`src/rtl/core/rpn_stack_calculator_unit_defines.svh`:
```
// Assertion macros shared by the calculator's RTL modules.
// Depends on nothing; included by the files that carry assertions.
`ifndef RPN_STACK_CALCULATOR_UNIT_DEFINES_SVH
`define RPN_STACK_CALCULATOR_UNIT_DEFINES_SVH

// The consequent must hold in the same cycle as the antecedent.
`define RSC_ASSERT_NOW(lbl, clk, rst_n, ante, cons, msg) \
    lbl: assert property (@(posedge clk) disable iff (!rst_n) (ante) |-> (cons)) \
        else $error(msg);

// The consequent must hold in the cycle after the antecedent.
`define RSC_ASSERT_NEXT(lbl, clk, rst_n, ante, cons, msg) \
    lbl: assert property (@(posedge clk) disable iff (!rst_n) (ante) |=> (cons)) \
        else $error(msg);

`endif

```
`src/rtl/core/rsc_pkg.sv`:
```
// Shared types and constants of the RPN stack calculator.
// Depends on nothing; imported by every module of the block.
package rsc_pkg;

    localparam int WORD_W  = 32;
    localparam int DEPTH_W = 5;
    localparam int CODE_W  = 3;
    localparam int STEP_W  = $clog2(WORD_W);

    typedef logic [CODE_W-1:0] t_code;

    // Command codes of an input item.
    localparam t_code CMD_PUSH = 3'd0;
    localparam t_code CMD_ADD  = 3'd1;
    localparam t_code CMD_SUB  = 3'd2;
    localparam t_code CMD_MUL  = 3'd3;
    localparam t_code CMD_DIV  = 3'd4;

    // Error codes of a result item.
    localparam t_code ERR_NONE    = 3'd0;
    localparam t_code ERR_TOKEN   = 3'd1;
    localparam t_code ERR_FULL    = 3'd2;
    localparam t_code ERR_EMPTY   = 3'd3;
    localparam t_code ERR_DIVZERO = 3'd4;

    typedef enum logic [2:0] {
        S_IDLE,
        S_DECODE,
        S_FETCH,
        S_DIV_WAIT,
        S_COMMIT,
        S_DONE
    } t_state;

    // Commands from the controller to the datapath.
    typedef struct packed {
        logic  capture;
        logic  push;
        logic  fail;
        t_code fail_code;
        logic  exec;
        logic  commit;
    } t_ctrl_cmd;

    // Status from the datapath to the controller.
    typedef struct packed {
        logic is_push;
        logic is_op;
        logic is_div;
        logic full;
        logic empty;
        logic div_done;
    } t_ctrl_status;

endpackage

```
`src/rtl/core/rsc_divider.sv`:
```
// Iterative signed 32-bit divider, one quotient bit per cycle, truncating to zero.
// Depends on rsc_pkg.
module rsc_divider (
    input  logic                      i_clk,
    input  logic                      i_rst_n,
    input  logic                      i_start,
    input  logic [rsc_pkg::WORD_W-1:0] i_dividend,
    input  logic [rsc_pkg::WORD_W-1:0] i_divisor,
    output logic                      o_done,
    output logic [rsc_pkg::WORD_W-1:0] o_quotient
);
    import rsc_pkg::*;

    logic              r_active;
    logic              r_done;
    logic [STEP_W-1:0] r_cnt;
    logic [WORD_W-1:0] r_rem;
    logic [WORD_W-1:0] r_quo;
    logic [WORD_W-1:0] r_dvs;
    logic              r_neg;
    logic              r_zero;

    logic [WORD_W:0]   trial;
    logic [WORD_W:0]   diff;

    assign trial = {r_rem, r_quo[WORD_W-1]};
    assign diff  = trial - {1'b0, r_dvs};

    always_ff @(posedge i_clk) begin
        if (!i_rst_n) begin
            r_active <= 1'b0;
            r_done   <= 1'b0;
            r_cnt    <= '0;
        end else begin
            r_done <= 1'b0;
            if (i_start) begin
                r_active <= 1'b1;
                r_cnt    <= STEP_W'(WORD_W - 1);
            end else if (r_active) begin
                r_cnt <= r_cnt - 1'b1;
                if (r_cnt == '0) begin
                    r_active <= 1'b0;
                    r_done   <= 1'b1;
                end
            end
        end
    end

    // Work on magnitudes; the sign is put back at the output.
    always_ff @(posedge i_clk) begin
        if (i_start) begin
            r_rem  <= '0;
            r_quo  <= i_dividend[WORD_W-1] ? (WORD_W'(0) - i_dividend) : i_dividend;
            r_dvs  <= i_divisor[WORD_W-1] ? (WORD_W'(0) - i_divisor) : i_divisor;
            r_neg  <= i_dividend[WORD_W-1] ^ i_divisor[WORD_W-1];
            r_zero <= (i_divisor == '0);
        end else if (r_active) begin
            if (!diff[WORD_W]) begin
                r_rem <= diff[WORD_W-1:0];
                r_quo <= {r_quo[WORD_W-2:0], 1'b1};
            end else begin
                r_rem <= trial[WORD_W-1:0];
                r_quo <= {r_quo[WORD_W-2:0], 1'b0};
            end
        end
    end

    assign o_done     = r_done;
    assign o_quotient = r_zero ? '0 : (r_neg ? (WORD_W'(0) - r_quo) : r_quo);

endmodule

```
`src/rtl/core/rsc_datapath.sv`:
```
// Stack memory, top-of-stack and count registers, ALU and result registers.
// Depends on rsc_pkg, rsc_divider and the assertion macro header.
`include "rpn_stack_calculator_unit_defines.svh"

module rsc_datapath #(
    parameter int STACK_DEPTH = 16
) (
    input  logic                        i_clk,
    input  logic                        i_rst_n,
    input  rsc_pkg::t_ctrl_cmd          i_cmd,
    output rsc_pkg::t_ctrl_status       o_status,
    input  logic [rsc_pkg::CODE_W-1:0]  i_command,
    input  logic signed [rsc_pkg::WORD_W-1:0] i_number,
    output logic                        o_ok,
    output logic [rsc_pkg::CODE_W-1:0]  o_error_code,
    output logic signed [rsc_pkg::WORD_W-1:0] o_top_value,
    output logic [rsc_pkg::DEPTH_W-1:0] o_depth
);
    import rsc_pkg::*;

    localparam int CW = $clog2(STACK_DEPTH + 1);
    localparam int AW = $clog2(STACK_DEPTH);

    logic [WORD_W-1:0] mem [STACK_DEPTH];

    logic [CODE_W-1:0] r_cmd;
    logic [WORD_W-1:0] r_num;
    logic [CW-1:0]     r_count;
    logic [WORD_W-1:0] r_top;
    logic [WORD_W-1:0] r_rd_data;
    logic [WORD_W-1:0] r_res;
    logic              r_ok;
    logic [CODE_W-1:0] r_err;

    logic [CW-1:0]     below_cnt;
    logic [AW-1:0]     below_addr;
    logic [AW-1:0]     wr_addr;
    logic [WORD_W-1:0] wr_data;
    logic              wr_en;
    logic              one_word;
    logic [WORD_W-1:0] left;
    logic              div_done;
    logic [WORD_W-1:0] div_quo;

    assign below_cnt  = r_count - CW'(2);
    assign below_addr = below_cnt[AW-1:0];
    assign one_word   = (r_count == CW'(1));
    // With one word on the stack, the top word serves as both operands.
    assign left       = one_word ? r_top : r_rd_data;

    always_comb begin
        wr_en   = i_cmd.push | i_cmd.commit;
        wr_addr = i_cmd.push ? r_count[AW-1:0] : (one_word ? '0 : below_addr);
        wr_data = i_cmd.push ? r_num : r_res;
    end

    always_ff @(posedge i_clk) begin
        if (wr_en) begin
            mem[wr_addr] <= wr_data;
        end
        r_rd_data <= mem[below_addr];
    end

    always_ff @(posedge i_clk) begin
        if (i_cmd.capture) begin
            r_cmd <= i_command;
            r_num <= i_number;
        end
        if (i_cmd.exec) begin
            case (r_cmd)
                CMD_ADD: r_res <= left + r_top;
                CMD_SUB: r_res <= left - r_top;
                CMD_MUL: r_res <= left * r_top;
                default: r_res <= r_res;
            endcase
        end else if (div_done) begin
            r_res <= div_quo;
        end
    end

    always_ff @(posedge i_clk) begin
        if (!i_rst_n) begin
            r_count <= '0;
            r_top   <= '0;
            r_ok    <= 1'b0;
            r_err   <= ERR_NONE;
        end else begin
            if (i_cmd.push) begin
                r_count <= r_count + CW'(1);
                r_top   <= r_num;
                r_ok    <= 1'b1;
                r_err   <= ERR_NONE;
            end else if (i_cmd.fail) begin
                r_ok  <= 1'b0;
                r_err <= i_cmd.fail_code;
            end else if (i_cmd.commit) begin
                r_count <= one_word ? CW'(1) : (r_count - CW'(1));
                r_top   <= r_res;
                r_ok    <= 1'b1;
                // Division by zero still succeeds, but is flagged as a warning.
                r_err   <= (r_cmd == CMD_DIV && r_top == '0) ? ERR_DIVZERO : ERR_NONE;
            end
        end
    end

    rsc_divider u_divider (
        .i_clk      (i_clk),
        .i_rst_n    (i_rst_n),
        .i_start    (i_cmd.exec && r_cmd == CMD_DIV),
        .i_dividend (left),
        .i_divisor  (r_top),
        .o_done     (div_done),
        .o_quotient (div_quo)
    );

    always_comb begin
        o_status.is_push  = (r_cmd == CMD_PUSH);
        o_status.is_op    = (r_cmd == CMD_ADD) || (r_cmd == CMD_SUB) ||
                            (r_cmd == CMD_MUL) || (r_cmd == CMD_DIV);
        o_status.is_div   = (r_cmd == CMD_DIV);
        o_status.full     = (r_count == CW'(STACK_DEPTH));
        o_status.empty    = (r_count == '0);
        o_status.div_done = div_done;
    end

    assign o_ok         = r_ok;
    assign o_error_code = r_err;
    assign o_top_value  = r_top;
    assign o_depth      = DEPTH_W'(r_count);

    `RSC_ASSERT_NOW(a_count_bound, i_clk, i_rst_n, 1'b1, r_count <= CW'(STACK_DEPTH), "stack count above depth")
    `RSC_ASSERT_NOW(a_ok_codes, i_clk, i_rst_n, r_ok, (r_err == ERR_NONE || r_err == ERR_DIVZERO), "successful item carries a failure code")
    `RSC_ASSERT_NEXT(a_push_grows, i_clk, i_rst_n, i_cmd.push, r_count == $past(r_count) + CW'(1), "push did not grow the stack")

endmodule

```
`src/rtl/core/rsc_controller.sv`:
```
// Controller state machine: sequences decode, operand fetch, execute and commit.
// Depends on rsc_pkg and the assertion macro header.
`include "rpn_stack_calculator_unit_defines.svh"

module rsc_controller (
    input  logic                  i_clk,
    input  logic                  i_rst_n,
    input  logic                  i_start,
    output logic                  o_busy,
    output logic                  o_done,
    input  rsc_pkg::t_ctrl_status i_status,
    output rsc_pkg::t_ctrl_cmd    o_cmd
);
    import rsc_pkg::*;

    t_state r_state;
    t_state n_state;

    always_ff @(posedge i_clk) begin
        if (!i_rst_n) begin
            r_state <= S_IDLE;
        end else begin
            r_state <= n_state;
        end
    end

    always_comb begin
        n_state = r_state;
        case (r_state)
            S_IDLE: begin
                if (i_start) begin
                    n_state = S_DECODE;
                end
            end
            S_DECODE: begin
                if (i_status.is_op && !i_status.empty) begin
                    n_state = S_FETCH;
                end else begin
                    n_state = S_DONE;
                end
            end
            S_FETCH: begin
                n_state = i_status.is_div ? S_DIV_WAIT : S_COMMIT;
            end
            S_DIV_WAIT: begin
                if (i_status.div_done) begin
                    n_state = S_COMMIT;
                end
            end
            S_COMMIT: n_state = S_DONE;
            S_DONE:   n_state = S_IDLE;
            default:  n_state = S_IDLE;
        endcase
    end

    always_comb begin
        o_cmd  = '0;
        o_busy = 1'b1;
        o_done = 1'b0;
        o_cmd.fail_code = ERR_NONE;
        case (r_state)
            S_IDLE: begin
                o_busy        = 1'b0;
                o_cmd.capture = i_start;
            end
            S_DECODE: begin
                if (i_status.is_push) begin
                    if (i_status.full) begin
                        o_cmd.fail      = 1'b1;
                        o_cmd.fail_code = ERR_FULL;
                    end else begin
                        o_cmd.push = 1'b1;
                    end
                end else if (i_status.is_op) begin
                    if (i_status.empty) begin
                        o_cmd.fail      = 1'b1;
                        o_cmd.fail_code = ERR_EMPTY;
                    end
                end else begin
                    o_cmd.fail      = 1'b1;
                    o_cmd.fail_code = ERR_TOKEN;
                end
            end
            S_FETCH:    o_cmd.exec   = 1'b1;
            S_DIV_WAIT: o_cmd.exec   = 1'b0;
            S_COMMIT:   o_cmd.commit = 1'b1;
            S_DONE:     o_done       = 1'b1;
            default:    o_busy       = 1'b1;
        endcase
    end

    `RSC_ASSERT_NEXT(a_done_single, i_clk, i_rst_n, o_done, !o_done, "result strobe longer than one cycle")
    `RSC_ASSERT_NEXT(a_accept_busy, i_clk, i_rst_n, i_start && !o_busy, o_busy, "accepted item did not raise busy")
    `RSC_ASSERT_NEXT(a_div_wait, i_clk, i_rst_n, o_cmd.exec && i_status.is_div, r_state == S_DIV_WAIT, "divide did not wait for the divider")

endmodule

```
`src/rtl/core/rpn_stack_calculator_unit.sv`:
```
// Top level of the RPN stack calculator: controller plus datapath.
// Depends on rsc_pkg, rsc_controller and rsc_datapath.
//
//  Channel   Handshake             Ports
//  -------   -------------------   ------------------------------------------
//  item in   start high, busy low  i_command, i_number
//  result    o_done strobe, 1 cyc  o_ok, o_error_code, o_top_value, o_depth
//
// A push, an unknown token or any failed item raises busy in decode and done,
// strobing its result in done. Add, subtract and multiply go through decode,
// fetch, commit and done; divide waits after fetch for the bit-serial divider
// that produces one quotient bit per cycle. A new item may be accepted in the
// cycle after the strobe. Reset is synchronous and active low; it empties the
// stack, while the stack memory itself keeps whatever it held. The receiver
// cannot stall, so every result is shown for exactly one cycle.
module rpn_stack_calculator_unit #(
    parameter int STACK_DEPTH = 16
) (
    input  logic                              i_clk,
    input  logic                              i_rst_n,
    input  logic                              start,
    output logic                              busy,
    input  logic [rsc_pkg::CODE_W-1:0]        i_command,
    input  logic signed [rsc_pkg::WORD_W-1:0] i_number,
    output logic                              o_done,
    output logic                              o_ok,
    output logic [rsc_pkg::CODE_W-1:0]        o_error_code,
    output logic signed [rsc_pkg::WORD_W-1:0] o_top_value,
    output logic [rsc_pkg::DEPTH_W-1:0]       o_depth
);
    import rsc_pkg::*;

    // The controller only sees command class and stack status; all values
    // stay in the datapath.
    t_ctrl_cmd    ctrl_cmd;
    t_ctrl_status ctrl_status;

    rsc_controller u_controller (
        .i_clk    (i_clk),
        .i_rst_n  (i_rst_n),
        .i_start  (start),
        .o_busy   (busy),
        .o_done   (o_done),
        .i_status (ctrl_status),
        .o_cmd    (ctrl_cmd)
    );

    // The datapath keeps the top word in a register, so the right operand is
    // always at hand and only the word below it is read from the memory.
    rsc_datapath #(
        .STACK_DEPTH (STACK_DEPTH)
    ) u_datapath (
        .i_clk        (i_clk),
        .i_rst_n      (i_rst_n),
        .i_cmd        (ctrl_cmd),
        .o_status     (ctrl_status),
        .i_command    (i_command),
        .i_number     (i_number),
        .o_ok         (o_ok),
        .o_error_code (o_error_code),
        .o_top_value  (o_top_value),
        .o_depth      (o_depth)
    );

endmodule
```
`config.mk`:
```
export PLATFORM = sky130hd
export DESIGN_NAME = rpn_stack_calculator_unit
export DESIGN_NICKNAME = d
export VERILOG_FILES = /design/src/rtl/core/rsc_pkg.sv /design/src/rtl/core/rsc_divider.sv /design/src/rtl/core/rsc_datapath.sv /design/src/rtl/core/rsc_controller.sv /design/src/rtl/core/rpn_stack_calculator_unit.sv
export VERILOG_INCLUDE_DIRS = /design/src /design/src/rtl/core
export SDC_FILE = /design/constraint.sdc
export NUM_CORES = 2
export LEC_CHECK = 0
export ABC_CLOCK_PERIOD_IN_PS = 28800
export BUFFER_PORTS_ARGS = -buffer_cell sky130_fd_sc_hd__buf_2
export CELL_PAD_IN_SITES_DETAIL_PLACEMENT = 1
export CELL_PAD_IN_SITES_GLOBAL_PLACEMENT = 2
export CORE_MARGIN = 2
export CORE_UTILIZATION = 40
export CTS_CLUSTER_SIZE = 16
export DETAILED_ROUTE_END_ITERATION = 8
export PLACE_DENSITY_LB_ADDON = 0.1
export SETUP_SLACK_MARGIN = 0.1
export SYNTH_ARGS = -nofsm -noshare
export SYNTH_HDL_FRONTEND = slang
export SYNTH_SLANG_ARGS = --single-unit
```
`constraint.sdc`:
```
create_clock -name i_clk -period 28.8 [get_ports i_clk]
set_input_delay 5.76 -clock i_clk [delete_from_list [all_inputs] [get_ports i_clk]]
set_output_delay 5.76 -clock i_clk [all_outputs]
set_load 0.01 [all_outputs]
```
[Word-level counts from Yosys, hierarchy flattened]
Memory sizes are Yosys's and may differ from the RTL's. A register that Yosys moved wholly into a read port is not among the register bits.
Index checks and enable logic that the tools add are counted.
Word-level totals
  bits in registers: 216
  word-level logic and storage cells: 123
  output and inout bits: 43
  memories kept: 1
  input port bits: 38
  bits in writable memories: 512
Memories
  u_datapath.mem: depth 16, width 32, rd ports 1, clocked after memory_dff 1, write ports 1, RTL line rsc_datapath.sv:24  | logic [WORD_W-1:0] mem [STACK_DEPTH];
Operators by class
  add/subtract/negate cells: 10
  multiplexer cells: 53
  reduce and logical (&&, ||, !) cells: 22
  equal/unequal tests: 15
  bitwise operators: 4
  $mul: 1
Operator list (number)
  32-bit two-way mux: 13
  32-bit case mux with 3 select lines: 1
  1-bit by 32-bit subtractor with 32-bit output (first input constant): 3
  5-bit two-way mux: 7
  33-bit by 32-bit subtractor with 33-bit output: 1
  32-bit adder: 1
  32-bit logical NOT: 1
  32-bit by 32-bit multiplier with 32-bit output: 1
  32-bit subtractor: 1
  31-bit two-way mux: 1
  4-bit two-way mux: 6
  3-bit two-way mux: 7
  1-bit two-way mux: 17
  3-bit case mux with 5 select lines: 1
  3-bit by 2-bit == test with 1-bit output (second input constant): 4
  5-bit logical NOT: 2
  5-bit by 1-bit subtractor with 5-bit output (second input constant): 2
  3-bit == test (second input constant): 3
  2-bit nonzero test: 4
  3-bit by 1-bit == test with 1-bit output (second input constant): 2
  3-bit logical NOT: 2
  2-bit AND reduction: 3
  5-bit by 1-bit adder with 5-bit output (second input constant): 1
  5-bit by 1-bit == test with 1-bit output (second input constant): 1
  14 further kinds: 20

[Logic depth before layout (Yosys ltp)]
  word-level depth: 10
  mapped depth: 38
  mapped depth without buffers: 32

[By module]
A second synthesis with hierarchy kept.
Second synthesis, totals
  cell total of the unflattened synthesis: 4256
  area, all modules: 51272.9 sq um
Modules (own cells, without submodules)
  rsc_datapath: cells each 3314, instances 1, area each 43226.5 sq um, sequential area each 18848.1 sq um
  rsc_divider: cells each 900, instances 1, area each 7743.7 sq um, sequential area each 2762.6 sq um
  rsc_controller: cells each 42, instances 1, area each 302.8 sq um, sequential area each 60.1 sq um

[Worst setup path after synthesis]
OpenSTA, ideal clock, no wires.
  path type: register -> register
  from: reg u_datapath.r_count[1] (netlist: u_datapath.o_depth[1])
  to: reg u_datapath.r_res[31] (data pin)
  slack: 19.512 ns
  stages on the path, launching flop included: 38
  setup time: 0.268 ns
  data arrival time: 9.020 ns
  path buffers: 8
  period minus slack after synthesis: 9.288 ns
  data required time: 28.532 ns
  path through: dfxtp_1 > clkbuf_1 > clkbuf_1 > clkbuf_1 > inv_1 > ha_1 > or4b_1 > buf_6 > buf_6 > clkbuf_1 > nand2_1 > nand2_1 > clkbuf_1 > clkbuf_1 > nand2_1 > fa_1 > inv_1 > fa_1 > (+2 left out) > fa_1 > inv_1 > fa_1 > fa_1 > fa_1 > fa_1 > ha_1 > a21o_1 > a21o_1 > a21o_1 > a31o_2 > a32o_1 > o21ai_0 > nand2b_1 > a41oi_1 > xnor2_1 > o21ai_1 > o22ai_1
Between the ends
  cells in the longest elaborated chain, start to end: 5
  elaborated cells on any way between the ends: 7
  classes of those cells: 2 x add/sub; 1 x mul; 1 x eq/ne; 3 x mux
Ends and longest elaborated chain
  from (decl): RTL line rsc_datapath.sv:28  | logic [CW-1:0] r_count;
  from (signal assigned): RTL line rsc_datapath.sv:89  | r_count <= r_count + CW'(1);
  from (signal assigned): RTL line rsc_datapath.sv:97  | r_count <= one_word ? CW'(1) : (r_count - CW'(1));
  5-bit by 1-bit == test with 1-bit output (*): RTL line rsc_datapath.sv:47  | assign one_word = (r_count == CW'(1));
  32-bit two-way mux (*): RTL line rsc_datapath.sv:49  | assign left = one_word ? r_top : r_rd_data;
  32-bit by 32-bit multiplier with 32-bit output (tied with other cells): RTL line rsc_datapath.sv:73  | CMD_MUL: r_res <= left * r_top;
  32-bit case mux with 3 select lines (*): RTL line rsc_datapath.sv:70  | case (r_cmd)
  32-bit two-way mux (*): RTL line rsc_datapath.sv:69  | if (i_cmd.exec) begin
  to (signal assigned): RTL line rsc_datapath.sv:71  | CMD_ADD: r_res <= left + r_top;
  to (signal assigned): RTL line rsc_datapath.sv:73
  to (signal assigned): RTL line rsc_datapath.sv:74  | default: r_res <= r_res;
  to (decl): RTL line rsc_datapath.sv:31  | logic [WORD_W-1:0] r_res;
Mark *: on every way between the ends. The rest lies on a longest branch, timed or not.
A chain may end at the register's enable or synchronous reset.

[Worst setup path after layout]
  from: reg u_datapath.r_count[1] (netlist: u_datapath.o_depth[1])
  to: reg u_datapath.r_res[28] (data pin)
Same word-level chain as after synthesis.

==> qor.txt <==
status - complete, no violations
Slew @ Worst Pin - 1.189 ns
Hold Fails Final Rpt - 0
register area share after synthesis - 0.4278
reg2reg setup slack - 18.24 ns
Yosys top cell area share - 0.3823
Syn Nets - 4960
Cell Int Power - 3.560 mW
CP max stage delay - 0.65 ns
total number of yosys warnings - 0
fin area - 0.05602 mm²
Worst R2R Start - u_datapath.o_depth[1]$_SDFFE_PN0P_
Logic pwr share - 0.630
Routed WL per cell - 28.32 µm
Max Freq - 94.69 MHz
initial antenna violation count - 5
CP max FO - 37
Tmin final - 10.56 ns
PwrDens - 123.3 mW/mm²
ys flop type - edfxtp_1
commonest non-fill, non-tap cells in the layout - edfxtp_1, nand2_1, inv_1, fa_1, and2_1
layout cell share with drive strength beyond 1 - 0.1238
detailed placement HPWL - 116.9 mm
TritonCTS buffer count - 83
P_leak - 22.05 nW
Global Route Usage Sum - 0.2669
initial detailed-routing violation count - 2382
CTS-repair resized insts - 0
highest routed layer - met5
RSZ-0062 raised after global routing - no
reg2reg end - u_datapath.r_res[28]$_DFFE_PP_
crit end category - flip-flop
CTS tree - yes
post-synth cell types - 82
Initial DRT Pass Iterations - 5
core area - 0.1256 mm²
final core occ - 0.4461
Placer Congestion - 0.9340
WL final - 171.5 mm
DR vias - 33570
Setup Buffers After CTS - 0
flops & latches, synth - 760
delay-heaviest family, CP - adder cells
post-route clock period utilization - 0.3667
post-synthesis cell count - 4313
top cells by area, synth - edfxtp_1, fa_1, mux4_2
Max Slew Vio Count - 0
Hold Crit Start - u_datapath.o_error_code[2]$_SDFFE_PP0P_
Max-slew headroom - 0.2070
hold endpoint - u_datapath.o_error_code[2]$_SDFFE_PP0P_
CTS Root Cell - clkbuf_16
worst endpoint required time - 29.18 ns
cells on worst reg2reg path - 31
commonest non-fill, non-tap cell in the layout - edfxtp_1
Final #Nets - 4978
Max Cap Viol - 0
Area Growth Syn to Fin - 10.58%
Ports - 81
largest net degree at the start of global routing - 70
H-tree Lvls - 3
vias per cell - 5.546
ANT nets after route - 0
sw power - 3.347 mW
CTS Hold Bufs - 0
first-pass GRT wire length - 251.9 mm
Data arrival, critical path - 10.94 ns
leading area contributor after synthesis - edfxtp_1
Worst Hold Class - reg -> reg
Clock Latency Late Sink - 0.72 ns
std cell rows - 130
Reg clk slew, reported paths - 0.06 ns
M1 wire length - 77.50 mm
dpl cell area - 0.05317 mm²
number of synthesized flops with an enable pin - 645
Async SR Flop Fraction - 0
Avg Cell Area, Syn - 11.75 µm²
Worst path most repeated cell - fa_1
met3 routed WL - 7.211 mm
total power - 6.907 mW
Filler cells - 13160
CTS Sinks - 760
Slowest cell on crit path - dfxtp_4
worst clock skew - 0.05838 ns
vias in the first global route - 35950
critical path depth in cells - 31
Die Wd - 359.9 µm
crit path kind - reg -> reg
clock group share of total power - 0.160
sequential power share - 0.211
Mapped Area - 0.05066 mm²
die area - 0.1295 mm²
Buffers & Inverters on Critical Path - 7
Hold Crit Depth - 2
Startpoint Class - flip-flop
setup TNS - 0 ns
CTS max path bufs - 3
port bufs - 80
final setup fails - 0
Die H - 359.9 µm
DR WL met2 - 82.59 mm
Starting Density - 0.4034
switch share - 0.4846
# DRC - 0
VDD IR-drop max - 0.07053 mV
GRT overflow - 0
-- how the worst max path moves through the flow --
stage | endpoint | startpoint
after floorplan | u_datapath.r_res[31]$_DFFE_PP_ | u_datapath.o_depth[1]$_SDFFE_PN0P_
after global placement | u_datapath.r_res[28]$_DFFE_PP_ | u_datapath.o_depth[1]$_SDFFE_PN0P_
after detailed placement | u_datapath.r_res[28]$_DFFE_PP_ | u_datapath.o_depth[1]$_SDFFE_PN0P_
after CTS | u_datapath.r_res[28]$_DFFE_PP_ | u_datapath.o_depth[1]$_SDFFE_PN0P_
after global routing | u_datapath.r_res[28]$_DFFE_PP_ | u_datapath.o_depth[1]$_SDFFE_PN0P_
final | u_datapath.r_res[28]$_DFFE_PP_ | u_datapath.o_depth[1]$_SDFFE_PN0P_
-- cells by family after synthesis --
family / Yosys count / share of synthesized area
mux: 198 / 0.07913
xor+xnor: 247 / 0.04298
flops: 760 / 0.4278
buf+inv: 706 / 0.05290
compound gates: 582 / 0.07061
simple gates: 1210 / 0.1152
fa+ha+maj: 610 / 0.2114
-- area by class of cell --
| type | instances | area, µm² | share of cell area |
|---|---|---|---|
| repair buffers | 177 | 1129 | 0.02015 |
| multi-input cells | 2847 | 26560 | 0.4742 |
| flip-flops and latches | 760 | 21690 | 0.3871 |
| diodes | 3 | 7.507 | 0.0001340 |
| well taps | 1650 | 2064 | 0.03685 |
| clock buffers | 111 | 2316 | 0.04134 |
| clock inverters | 44 | 520.5 | 0.009292 |
| inverters | 462 | 1734 | 0.03096 |
-- tightest hold or removal path, delay by kind of cell, from the launching register on --
family,cells,cell delay (ns)
simple gates,1,0.06
compound gates,1,0.05
flops,1,0.31
-- state kept, by name, summed over array words and instances, names as in the netlist --
signal,cells
u_datapath.mem,512
u_datapath.o_top_value,32
u_datapath.r_num,32
u_datapath.r_rd_data,32
u_datapath.r_res,32
u_datapath.u_divider.r_dvs,32
u_datapath.u_divider.r_quo,32
u_datapath.u_divider.r_rem,32
u_datapath.o_depth,5
u_datapath.u_divider.r_cnt,5
u_controller.r_state,3
u_datapath.o_error_code,3
u_datapath.r_cmd,3
u_datapath.o_ok,1
u_datapath.u_divider.o_done,1
u_datapath.u_divider.r_active,1
u_datapath.u_divider.r_neg,1
u_datapath.u_divider.r_zero,1
-- Yosys cell counts, types with 5 or more instances --
| cell type | count |
|---|---|
| nand2b_1 | 20 |
| nand4_1 | 13 |
| a22oi_1 | 14 |
| a31oi_1 | 18 |
| nor2b_1 | 68 |
| mux2i_1 | 23 |
| xnor2_1 | 152 |
| clkbuf_1 | 219 |
| o21bai_1 | 9 |
| and2_1 | 247 |
| o21ai_0 | 160 |
| buf_1 | 21 |
| o211ai_1 | 15 |
| nor3_1 | 26 |
| nand3_1 | 66 |
| edfxtp_1 | 645 |
| dfxtp_1 | 115 |
| mux4_2 | 160 |
| nand2_1 | 534 |
| a21o_1 | 47 |
| nor3b_1 | 7 |
| or2_2 | 8 |
| o41ai_1 | 7 |
| o31ai_1 | 27 |
| a21oi_1 | 164 |
| mux2_2 | 13 |
| or4_1 | 5 |
| ha_1 | 199 |
| inv_1 | 455 |
| and3_1 | 11 |
| a211oi_1 | 15 |
| fa_1 | 410 |
| xor2_1 | 94 |
| o21ai_1 | 8 |
| o21a_1 | 27 |
| nor4_1 | 10 |
| o31a_1 | 6 |
| o22ai_1 | 25 |
| or3_1 | 25 |
| nor2_1 | 145 |
-- power groups by stage --
| stage | logic [mW] | clock network (mW) | registers (mW) |
|---|---|---|---|
| after floorplan | 2.82 | 0 | 1.42 |
| after global placement | 4.31 | 0 | 1.47 |
| after detailed placement | 4.31 | 0 | 1.48 |
| after CTS | 4.36 | 1.13 | 1.45 |
| after global routing | 4.74 | 1.16 | 1.47 |
| final | 4.35 | 1.10 | 1.45 |
-- per-stage QoR --
step	hold slack, ns	cells	setup slack, ns
finish	0.4705	6054	18.24
global route	0.5025	6051	17.78
CTS	0.4737	6051	18.30
detailed placement	0.4635	5896	18.42
global placement	0.4554	5896	18.46
floorplan	0.4402	4313	19.51
-- layer usage --
layer,GRT usage,vias to the layer above
met1,0.3712,17830
met3,0.03346,193
met4,0.06541,2
li1,-,14800
met2,0.4446,748
met5,0,-
Power figures use the tool's default switching activity.
